**config.mk**
```make
export PLATFORM = sky130hd
export DESIGN_NAME = battery_voltage_gauge
export DESIGN_NICKNAME = d
export VERILOG_FILES = /design/src/rtl/core/bvg_pkg.sv /design/src/rtl/core/bvg_regs.sv /design/src/rtl/core/bvg_div.sv /design/src/rtl/core/bvg_dpath.sv /design/src/rtl/core/bvg_ctrl.sv /design/src/rtl/core/battery_voltage_gauge.sv
export SDC_FILE = /design/constraint.sdc
export NUM_CORES = 1
export LEC_CHECK = 0
export ABC_AREA = 1
export BUFFER_PORTS_ARGS = -buffer_cell sky130_fd_sc_hd__buf_2
export CAP_MARGIN = 20
export CORE_MARGIN = 1.5
export CORE_UTILIZATION = 65
export DETAILED_ROUTE_END_ITERATION = 12
export GPL_ROUTABILITY_DRIVEN = 0
export PLACE_DENSITY = 0.85
export SETUP_SLACK_MARGIN = 0.2
export SYNTH_ARGS = -nofsm -noshare
export SYNTH_HDL_FRONTEND = slang
export SYNTH_SLANG_ARGS = --single-unit
export TNS_END_PERCENT = 5
```
**constraint.sdc**
```tcl
create_clock -name clk -period 9 [get_ports clk]
set_input_delay 0.9 -clock clk [delete_from_list [all_inputs] [get_ports clk]]
set_output_delay 0.9 -clock clk [all_outputs]
set_load 0.03 [all_outputs]
```
**src/rtl/core/bvg_pkg.sv**
```systemverilog
`timescale 1ns / 1ps
package bvg_pkg;

	localparam int SAMPLE_W  = 12;
	localparam int SUM_W     = 18;
	localparam int MV_W      = 16;
	localparam int PCT_W     = 7;
	localparam int DIV_W     = 24;
	localparam int DSR_W     = 16;
	localparam int CRIT_W    = 20;
	localparam int ADDR_W    = 4;
	localparam int DATA_W    = 32;

	localparam int SAMPLES_DEFAULT = 8;
	localparam int PRESENT_MV      = 2500;
	localparam int CRIT_DIV        = 10;
	localparam int FULL_PCT        = 100;
	localparam int MV_SAT          = 65535;

	// register indexes (byte address / 4)
	localparam logic [1:0] REG_EMPTY_MV = 2'd0;
	localparam logic [1:0] REG_FULL_MV  = 2'd1;
	localparam logic [1:0] REG_RATIO    = 2'd2;

	typedef struct packed {
		logic [MV_W-1:0]  empty_mv;
		logic [MV_W-1:0]  full_mv;
		logic [PCT_W-1:0] ratio_high_pct;
	} cfg_t;

	typedef struct packed {
		logic take;
		logic latch_avg;
		logic start_mv;
		logic latch_mv;
		logic start_pct;
		logic load_out;
	} cmd_t;

	typedef struct packed {
		logic last;
		logic div_done;
		logic div_busy;
	} sts_t;

endpackage

```
**src/rtl/core/bvg_regs.sv**
```systemverilog
`timescale 1ns / 1ps
module bvg_regs (
	input  logic                       clk,
	input  logic                       arst_n,
	input  logic                       psel,
	input  logic                       penable,
	input  logic                       pwrite,
	input  logic [bvg_pkg::ADDR_W-1:0] paddr,
	input  logic [bvg_pkg::DATA_W-1:0] pwdata,
	output logic [bvg_pkg::DATA_W-1:0] prdata,
	output logic                       pready,
	output bvg_pkg::cfg_t              cfg
);
	import bvg_pkg::*;

	cfg_t       cfg_q;
	logic [1:0] reg_idx;
	logic       wr_en;

	assign reg_idx = paddr[ADDR_W-1:2];
	assign wr_en   = psel && penable && pwrite;
	assign pready  = 1'b1;
	assign cfg     = cfg_q;

	always_ff @(posedge clk or negedge arst_n) begin
		if (!arst_n) begin
			cfg_q <= '0;
		end else if (wr_en) begin
			case (reg_idx)
				REG_EMPTY_MV: cfg_q.empty_mv       <= pwdata[MV_W-1:0];
				REG_FULL_MV:  cfg_q.full_mv        <= pwdata[MV_W-1:0];
				REG_RATIO:    cfg_q.ratio_high_pct <= pwdata[PCT_W-1:0];
				default:      ;
			endcase
		end
	end

	always_comb begin
		case (reg_idx)
			REG_EMPTY_MV: prdata = DATA_W'(cfg_q.empty_mv);
			REG_FULL_MV:  prdata = DATA_W'(cfg_q.full_mv);
			REG_RATIO:    prdata = DATA_W'(cfg_q.ratio_high_pct);
			default:      prdata = '0;
		endcase
	end

endmodule

```
**src/rtl/core/bvg_div.sv**
```systemverilog
`timescale 1ns / 1ps
module bvg_div (
	input  logic                      clk,
	input  logic                      arst_n,
	input  logic                      start,
	input  logic [bvg_pkg::DIV_W-1:0] dividend,
	input  logic [bvg_pkg::DSR_W-1:0] divisor,
	output logic [bvg_pkg::DIV_W-1:0] quotient,
	output logic                      busy,
	output logic                      done
);
	import bvg_pkg::*;

	localparam int CNT_W = $clog2(DIV_W + 1);

	logic [CNT_W-1:0] cnt_q;
	logic             busy_q;
	logic             done_q;
	logic [DIV_W-1:0] dvd_q;
	logic [DSR_W-1:0] rem_q;
	logic [DSR_W-1:0] dsr_q;
	logic [DSR_W:0]   rem_sh;
	logic [DSR_W:0]   rem_sub;
	logic             ge;

	// restoring division, one quotient bit per cycle
	assign rem_sh  = {rem_q, dvd_q[DIV_W-1]};
	assign rem_sub = rem_sh - {1'b0, dsr_q};
	assign ge      = rem_sh >= {1'b0, dsr_q};

	always_ff @(posedge clk or negedge arst_n) begin
		if (!arst_n) begin
			cnt_q  <= '0;
			busy_q <= 1'b0;
			done_q <= 1'b0;
		end else begin
			done_q <= busy_q && (cnt_q == CNT_W'(1));
			if (start) begin
				cnt_q  <= CNT_W'(DIV_W);
				busy_q <= 1'b1;
			end else if (busy_q) begin
				cnt_q  <= cnt_q - CNT_W'(1);
				busy_q <= cnt_q != CNT_W'(1);
			end
		end
	end

	always_ff @(posedge clk) begin
		if (start) begin
			dvd_q <= dividend;
			dsr_q <= divisor;
			rem_q <= '0;
		end else if (busy_q) begin
			dvd_q <= {dvd_q[DIV_W-2:0], ge};
			rem_q <= ge ? rem_sub[DSR_W-1:0] : rem_sh[DSR_W-1:0];
		end
	end

	assign quotient = dvd_q;
	assign busy     = busy_q;
	assign done     = done_q;

endmodule

```
**src/rtl/core/bvg_dpath.sv**
```systemverilog
`timescale 1ns / 1ps
module bvg_dpath #(
	parameter int SAMPLES_PER_READING = bvg_pkg::SAMPLES_DEFAULT
) (
	input  logic                         clk,
	input  logic                         arst_n,
	input  logic [bvg_pkg::SAMPLE_W-1:0] sample_mv,
	input  bvg_pkg::cfg_t                cfg,
	input  bvg_pkg::cmd_t                cmd,
	output bvg_pkg::sts_t                sts,
	output logic [bvg_pkg::MV_W-1:0]     battery_mv,
	output logic [bvg_pkg::PCT_W-1:0]    charge_pct,
	output logic                         present,
	output logic                         critical,
	output logic                         config_valid
);
	import bvg_pkg::*;

	localparam int CNT_W = $clog2(SAMPLES_PER_READING + 1);

	// floor(sum / N) as (sum * ceil(2^S / N)) >> S, exact for every sum below 2^SUM_W
	localparam int     AVG_SHIFT = SUM_W + $clog2(SAMPLES_PER_READING);
	localparam int     RECIP_W   = AVG_SHIFT + 1;
	localparam int     PROD_W    = SUM_W + RECIP_W;
	localparam longint AVG_RECIP = ((longint'(1) << AVG_SHIFT) +
		longint'(SAMPLES_PER_READING) - longint'(1)) / longint'(SAMPLES_PER_READING);

	logic [CNT_W-1:0]    count_q;
	logic [SUM_W-1:0]    sum_q;
	logic [SUM_W-1:0]    sum_nxt;
	logic [PROD_W-1:0]   avg_prod;
	logic [SAMPLE_W-1:0] avg_q;
	logic [MV_W-1:0]     mv_q;
	logic [MV_W-1:0]     span;
	logic [DIV_W-1:0]    div_dvd;
	logic [DSR_W-1:0]    div_dsr;
	logic [DIV_W-1:0]    div_quot;
	logic                div_start;
	logic                div_busy;
	logic                div_done;
	logic                cfg_ok;
	logic                pres;
	logic                crit;
	logic [PCT_W-1:0]    pct;
	logic [CRIT_W-1:0]   crit_lhs;
	logic [CRIT_W-1:0]   crit_rhs;
	logic [MV_W-1:0]     battery_mv_q;
	logic [PCT_W-1:0]    charge_pct_q;
	logic                present_q;
	logic                critical_q;
	logic                config_valid_q;

	assign sum_nxt  = sum_q + SUM_W'(sample_mv);
	assign sts.last = count_q == CNT_W'(SAMPLES_PER_READING - 1);
	assign span     = cfg.full_mv - cfg.empty_mv;
	assign avg_prod = PROD_W'(sum_nxt) * PROD_W'(AVG_RECIP);

	always_ff @(posedge clk or negedge arst_n) begin
		if (!arst_n) begin
			count_q <= '0;
			sum_q   <= '0;
		end else if (cmd.take) begin
			if (sts.last) begin
				count_q <= '0;
				sum_q   <= '0;
			end else begin
				count_q <= count_q + CNT_W'(1);
				sum_q   <= sum_nxt;
			end
		end
	end

	always_ff @(posedge clk) begin
		if (cmd.latch_avg) begin
			avg_q <= avg_prod[AVG_SHIFT +: SAMPLE_W];
		end
	end

	// operand select for the shared divider
	assign div_start = cmd.start_mv || cmd.start_pct;

	always_comb begin
		if (cmd.start_mv) begin
			div_dvd = DIV_W'(avg_q) * DIV_W'(FULL_PCT);
			div_dsr = DSR_W'(PCT_W'(FULL_PCT) - cfg.ratio_high_pct);
		end else begin
			div_dvd = (mv_q > cfg.empty_mv) ?
				DIV_W'(mv_q - cfg.empty_mv) * DIV_W'(FULL_PCT) : '0;
			div_dsr = span;
		end
	end

	bvg_div u_div (
		.clk      (clk),
		.arst_n   (arst_n),
		.start    (div_start),
		.dividend (div_dvd),
		.divisor  (div_dsr),
		.quotient (div_quot),
		.busy     (div_busy),
		.done     (div_done)
	);

	assign sts.div_done = div_done;
	assign sts.div_busy = div_busy;

	always_ff @(posedge clk) begin
		if (cmd.latch_mv) begin
			mv_q <= (div_quot > DIV_W'(MV_SAT)) ? MV_W'(MV_SAT) : div_quot[MV_W-1:0];
		end
	end

	// final flags and percent, quotient holds the percent division here
	always_comb begin
		cfg_ok   = (cfg.full_mv > cfg.empty_mv) && (cfg.ratio_high_pct != '0) &&
			(cfg.ratio_high_pct < PCT_W'(FULL_PCT));
		pres     = mv_q > MV_W'(PRESENT_MV);
		crit_lhs = CRIT_W'(mv_q) * CRIT_W'(CRIT_DIV);
		crit_rhs = CRIT_W'(cfg.empty_mv) * CRIT_W'(CRIT_DIV) + CRIT_W'(span);
		crit     = pres && (crit_lhs <= crit_rhs);
		if (!pres || mv_q <= cfg.empty_mv) begin
			pct = '0;
		end else if (mv_q >= cfg.full_mv) begin
			pct = PCT_W'(FULL_PCT);
		end else begin
			pct = div_quot[PCT_W-1:0];
		end
	end

	always_ff @(posedge clk) begin
		if (cmd.load_out) begin
			battery_mv_q   <= cfg_ok ? mv_q : '0;
			charge_pct_q   <= cfg_ok ? pct : '0;
			present_q      <= cfg_ok && pres;
			critical_q     <= cfg_ok && crit;
			config_valid_q <= cfg_ok;
		end
	end

	assign battery_mv   = battery_mv_q;
	assign charge_pct   = charge_pct_q;
	assign present      = present_q;
	assign critical     = critical_q;
	assign config_valid = config_valid_q;

endmodule

```
**src/rtl/core/bvg_ctrl.sv**
```systemverilog
`timescale 1ns / 1ps
module bvg_ctrl (
	input  logic          clk,
	input  logic          arst_n,
	input  logic          in_valid,
	output logic          in_stall,
	output logic          out_valid,
	input  logic          out_stall,
	input  bvg_pkg::sts_t sts,
	output bvg_pkg::cmd_t cmd
);
	import bvg_pkg::*;

	typedef enum logic [2:0] {
		S_IDLE,
		S_AVG,
		S_MV,
		S_PREP,
		S_PCT,
		S_PUSH
	} state_t;

	state_t state_q;
	logic   out_valid_q;
	logic   out_free;

	assign in_stall  = state_q != S_IDLE;
	assign out_valid = out_valid_q;
	assign out_free  = !out_valid_q || !out_stall;

	always_comb begin
		cmd           = '0;
		cmd.take      = in_valid && (state_q == S_IDLE);
		cmd.latch_avg = cmd.take && sts.last;
		cmd.start_mv  = state_q == S_AVG;
		cmd.latch_mv  = (state_q == S_MV) && sts.div_done;
		cmd.start_pct = state_q == S_PREP;
		cmd.load_out  = (state_q == S_PUSH) && out_free;
	end

	always_ff @(posedge clk or negedge arst_n) begin
		if (!arst_n) begin
			state_q     <= S_IDLE;
			out_valid_q <= 1'b0;
		end else begin
			if (cmd.load_out) begin
				out_valid_q <= 1'b1;
			end else if (out_valid_q && !out_stall) begin
				out_valid_q <= 1'b0;
			end
			case (state_q)
				S_IDLE: if (cmd.latch_avg) state_q <= S_AVG;
				S_AVG:  state_q <= S_MV;
				S_MV:   if (sts.div_done) state_q <= S_PREP;
				S_PREP: state_q <= S_PCT;
				S_PCT:  if (sts.div_done) state_q <= S_PUSH;
				S_PUSH: if (out_free) state_q <= S_IDLE;
				default: state_q <= S_IDLE;
			endcase
		end
	end

endmodule

```
**src/rtl/core/battery_voltage_gauge.sv**
```systemverilog
`timescale 1ns / 1ps
// Battery voltage gauge.
// Input channel (in_valid / in_stall / sample_mv): one converter reading per
// request. Readings that do not close a group are taken back to back. Every
// SAMPLES_PER_READING-th reading closes a group: its average comes from a
// reciprocal multiply in the cycle it is taken, then the divider scaling and
// the percent run through one shared one-bit-per-cycle divider (24 steps
// each). The result request is loaded onto out_valid after both divisions,
// once the output register is free. The input is held in stall while the
// group is worked out, so the next reading is taken only once the result is
// loaded; the two serial divisions take most of that time.
// Output channel (out_valid / out_stall / battery_mv ... config_valid): one
// request per group. While out_stall is high the result request stays in
// its output register and readings of the next group are still taken; only
// the result of a further group waits until the pending result is gone.
// Configuration: APB writes to empty_mv (0x0), full_mv (0x4) and
// ratio_high_pct (0x8), write only while the block is idle. A bad range or
// ratio gives an all-zero result with config_valid low.
// Reset clears the registers, the running sum and count, and drops out_valid.
module battery_voltage_gauge #(
	parameter int SAMPLES_PER_READING = bvg_pkg::SAMPLES_DEFAULT
) (
	input  logic                         clk,
	input  logic                         arst_n,
	input  logic                         psel,
	input  logic                         penable,
	input  logic                         pwrite,
	input  logic [bvg_pkg::ADDR_W-1:0]   paddr,
	input  logic [bvg_pkg::DATA_W-1:0]   pwdata,
	output logic [bvg_pkg::DATA_W-1:0]   prdata,
	output logic                         pready,
	input  logic                         in_valid,
	output logic                         in_stall,
	input  logic [bvg_pkg::SAMPLE_W-1:0] sample_mv,
	output logic                         out_valid,
	input  logic                         out_stall,
	output logic [bvg_pkg::MV_W-1:0]     battery_mv,
	output logic [bvg_pkg::PCT_W-1:0]    charge_pct,
	output logic                         present,
	output logic                         critical,
	output logic                         config_valid
);
	import bvg_pkg::*;

	cfg_t cfg;
	cmd_t cmd;
	sts_t sts;

	// register file on the APB side
	bvg_regs u_regs (
		.clk     (clk),
		.arst_n  (arst_n),
		.psel    (psel),
		.penable (penable),
		.pwrite  (pwrite),
		.paddr   (paddr),
		.pwdata  (pwdata),
		.prdata  (prdata),
		.pready  (pready),
		.cfg     (cfg)
	);

	// sequence: accumulate, average, scale, percent, push
	bvg_ctrl u_ctrl (
		.clk       (clk),
		.arst_n    (arst_n),
		.in_valid  (in_valid),
		.in_stall  (in_stall),
		.out_valid (out_valid),
		.out_stall (out_stall),
		.sts       (sts),
		.cmd       (cmd)
	);

	// accumulator, shared divider, flag logic and output register
	bvg_dpath #(
		.SAMPLES_PER_READING (SAMPLES_PER_READING)
	) u_dpath (
		.clk          (clk),
		.arst_n       (arst_n),
		.sample_mv    (sample_mv),
		.cfg          (cfg),
		.cmd          (cmd),
		.sts          (sts),
		.battery_mv   (battery_mv),
		.charge_pct   (charge_pct),
		.present      (present),
		.critical     (critical),
		.config_valid (config_valid)
	);

	// a new result never overwrites one that is still waiting
	a_no_overwrite: assert property (@(posedge clk) disable iff (!arst_n)
		cmd.load_out |-> (!out_valid || !out_stall))
		else $error("result loaded over a pending request");

	// a group end locks the input until its result is formed
	a_group_end_locks: assert property (@(posedge clk) disable iff (!arst_n)
		(in_valid && !in_stall && sts.last) |=> in_stall)
		else $error("input taken right after a group end");

	// the divider only runs while readings are held off
	a_div_quiet: assert property (@(posedge clk) disable iff (!arst_n)
		sts.div_busy |-> in_stall)
		else $error("reading accepted while divider busy");

endmodule

```
==> results_dict.tcl <==
set metrics [dict create \
    outcome "completed" \
    layout_min_cycle_time_ns 5.31 \
    cts-root-buf "clkbuf_16" \
    p_per_area_nw_per_um2 331 \
    fp.dieW_um 166 \
    crit_type "flop to flop" \
    ys_ff_latch 179 \
    antenna_found_initial 1 \
    synth_cell_type_count 58 \
    synth_top_area_share 0.188 \
    power.total_w 0.00615 \
    finalSetupViolCount 0 \
    end_kind "flop" \
    io_buffers 80 \
    drt-total-wl_um 44400 \
    fp.dieH_um 166 \
    postPlaceCellArea_um2 18000 \
    dp_hpwl_um 34500 \
    ir_drop_v 0.000831 \
    cts_resized 0 \
    synth_most_common_cell "nand2_1" \
    grt_setup_unrepaired "no" \
    fp.coreArea_um2 26100 \
    cts_htree_levels 4 \
    yosys_warnings 0 \
    detail-route-antenna-nets 0 \
    p_sw_w 0.00319 \
    worstMarginPinSlew_ns 1.11 \
    synthTopCellsByArea "ha_1 (19%), edfxtp_1 (16%), nand2_1 (12%)" \
    hold_viol 0 \
    synth_flop_cell "edfxtp_1" \
    track_usage 0.326 \
    fin_nets 2690 \
    cts.sinks 179 \
    cts_post_setup_buffers_inserted 0 \
    drv_cap 0 \
    wire_per_inst_um 16.5 \
    clk_pin_slew_ns 0.08 \
    cp_max_fo 4 \
    rows 59 \
    fmax_mhz 188 \
    cellLeakagePower_nw 9.80 \
    power.share.switching 0.518 \
    finalCritPeriodShare 0.590 \
    slew_headroom 0.258 \
    grt_first_pass_wirelength_um 73300 \
    drc_errors 0 \
    overflow 0 \
    synth_common_cells "nand2_1 (544), inv_1 (378), ha_1 (260)" \
    synth-async-reset-ratio 0.385 \
    worstPathArrival_ns 5.52 \
    synthCells 2270 \
    drv_slew 0 \
    seq_area_frac_synth 0.281 \
    netlist_area_um2 17300 \
    die_area_um2 27600 \
    cts_tree "yes" \
    crit_path_start_kind "flop" \
    vias 15700 \
    insertion_delay_ns 0.46 \
    grt_max_degree 70 \
    synth_area_leader_cell "ha_1" \
    seqPwrFrac 0.159 \
    drt_iter0_drc 1455 \
    cts_hold_buf 0 \
    syn2layout_area_growth_pct 7.42 \
    post_drt_via_cell_ratio 5.81 \
    synth_edf_count 94 \
    clock_path_buffers 2 \
    io_pins 116 \
    grt_pass1_vias 15500 \
    design_area_um2 18600 \
    synth.avg_cell_area_um2 7.62 \
    drive_above_1_share 0.0717 \
    worstHoldPathCells 2 \
    initial_core_util 0.664 \
    tns_ns 0 \
    p_comb_frac 0.713 \
    pwr-share-clk 0.128 \
    p_int_w 0.00296 \
    worst_r2r_path_depth 25 \
    clock_skew_ns 0.0184 \
    hold_class "flop to flop" \
    first_pass_iters 5 \
    critPathRequiredTime_ns 9.21 \
    numCtsBuffers 17 \
]
==> per-stage QoR <==
stage,std cells,util,hold WS (ns),worst slack (ns)
after floorplan,2285,-,0.442,4.47
after global placement,2660,0.689,0.457,3.91
after detailed placement,2660,0.689,0.463,3.79
after CTS,2692,0.713,0.474,3.76
after global routing,2694,0.713,0.492,3.26
final,2695,0.713,0.471,3.69
==> worst max-delay path, cell delays in order, from the launching register on <==
cell and delay, ns:
edfxtp_1 0.52, inv_1 0.21, ha_1 0.19, inv_1 0.10
fa_1 0.42, nand3_1 0.10, nand3_1 0.14, nand2_1 0.11
nand2_2 0.09, a31oi_1 0.24, o21bai_1 0.11, xnor2_1 0.28
inv_1 0.12, ha_1 0.31, ha_1 0.27, inv_1 0.05
fa_1 0.49, inv_1 0.04, ha_1 0.35, a21oi_1 0.18
o21ai_0 0.10, a31oi_1 0.15, nand2_1 0.10, or2_2 0.28
nand3_1 0.08, nand2_1 0.05
==> sequential cells by signal, indices dropped and copies added (netlist names), 7 cells and up <==
signal,cells
u_dpath.mv_q,16
u_dpath.u_div.rem_q,16
u_dpath.u_div.quotient,24
u_dpath.charge_pct,7
u_regs.cfg,39
u_dpath.battery_mv,16
u_dpath.sum_q,15
u_dpath.u_div.dsr_q,16
u_dpath.avg_q,12
==> metal layers <==
| layer | share of wire | GRT usage |
|---|---|---|
| met1 | 0.39 | 0.382 |
| met4 | 0.050 | 0.172 |
| met2 | 0.49 | 0.576 |
| met5 | 0 | 0 |
| met3 | 0.065 | 0.0484 |
==> kinds of logic after synthesis <==
kind of cell             share of synthesized area
XOR/XNOR                                    0.0496
adder cells (fa/ha/maj)                      0.223
other                                     0.000434
AND/OR/NAND/NOR                              0.230
AO/OA/AOI/OAI                                0.116
buffers and inverters                       0.0996
flip-flops                                   0.281
==> power by group through the flow <==
| stage | combinational [W] | clock [W] | sequential, W |
|---|---|---|---|
| after floorplan | 0.00335 | 0 | 0.000976 |
| after global placement | 0.00410 | 0 | 0.000992 |
| after detailed placement | 0.00428 | 0 | 0.000992 |
| after CTS | 0.00434 | 0.000788 | 0.000975 |
| after global routing | 0.00504 | 0.000818 | 0.000981 |
| final | 0.00438 | 0.000787 | 0.000978 |
==> area by class of cell <==
cell class,instances,area (µm²)
repair buffers,86,448
multi-input cells,1674,10800
clock buffers,17,425
flip-flops and latches,179,4870
inverters,387,1460
well taps,335,419
diodes,2,5.00
fillers,2047,7470
clock inverters,15,198
==> final timing paths <==
check	from	end	slack, ns
min	u_dpath.u_div.rem_q[7]$_SDFFE_PN0P_	u_dpath.u_div.rem_q[7]$_SDFFE_PN0P_	0.47
min in group asynchronous	arst_n	u_regs.cfg[33]$_DFFE_PN0P_	0.58
max reg2reg	u_dpath.mv_q[0]$_SDFFCE_PN1P_	u_dpath.u_div.quotient[20]$_DFFE_PP_	3.69
max	u_dpath.mv_q[0]$_SDFFCE_PN1P_	u_dpath.u_div.quotient[20]$_DFFE_PP_	3.69
max in group asynchronous	arst_n	u_dpath.count_q[3]$_DFFE_PN0P_	7.74
min reg2reg	u_dpath.u_div.rem_q[7]$_SDFFE_PN0P_	u_dpath.u_div.rem_q[7]$_SDFFE_PN0P_	0.47
==> layout by cell type (no fill, tap or decap), types with 5 or more instances in the layout <==
cell type	instances
o211ai_1	7
conb_1	17
a21oi_1	141
clkinv_8	5
o221ai_1	6
nand3b_1	25
buf_2	79
nor3_1	14
clkbuf_16	17
xor2_1	50
o22ai_1	12
nor2_2	5
inv_2	8
buf_4	7
a21o_1	11
xnor2_1	48
nand3_2	6
nor2_1	129
nor4_1	5
inv_1	378
nand2_2	6
a22o_1	6
nand3_1	132
and2_1	5
inv_8	6
nand4_1	21
o21ai_1	10
dfxtp_1	16
dfrtp_1	69
nand2_1	544
o21ai_0	120
a31oi_1	9
or2_2	5
fa_1	30
ha_1	260
edfxtp_1	94
o21bai_1	10
(Power assumes the default switching activity.)
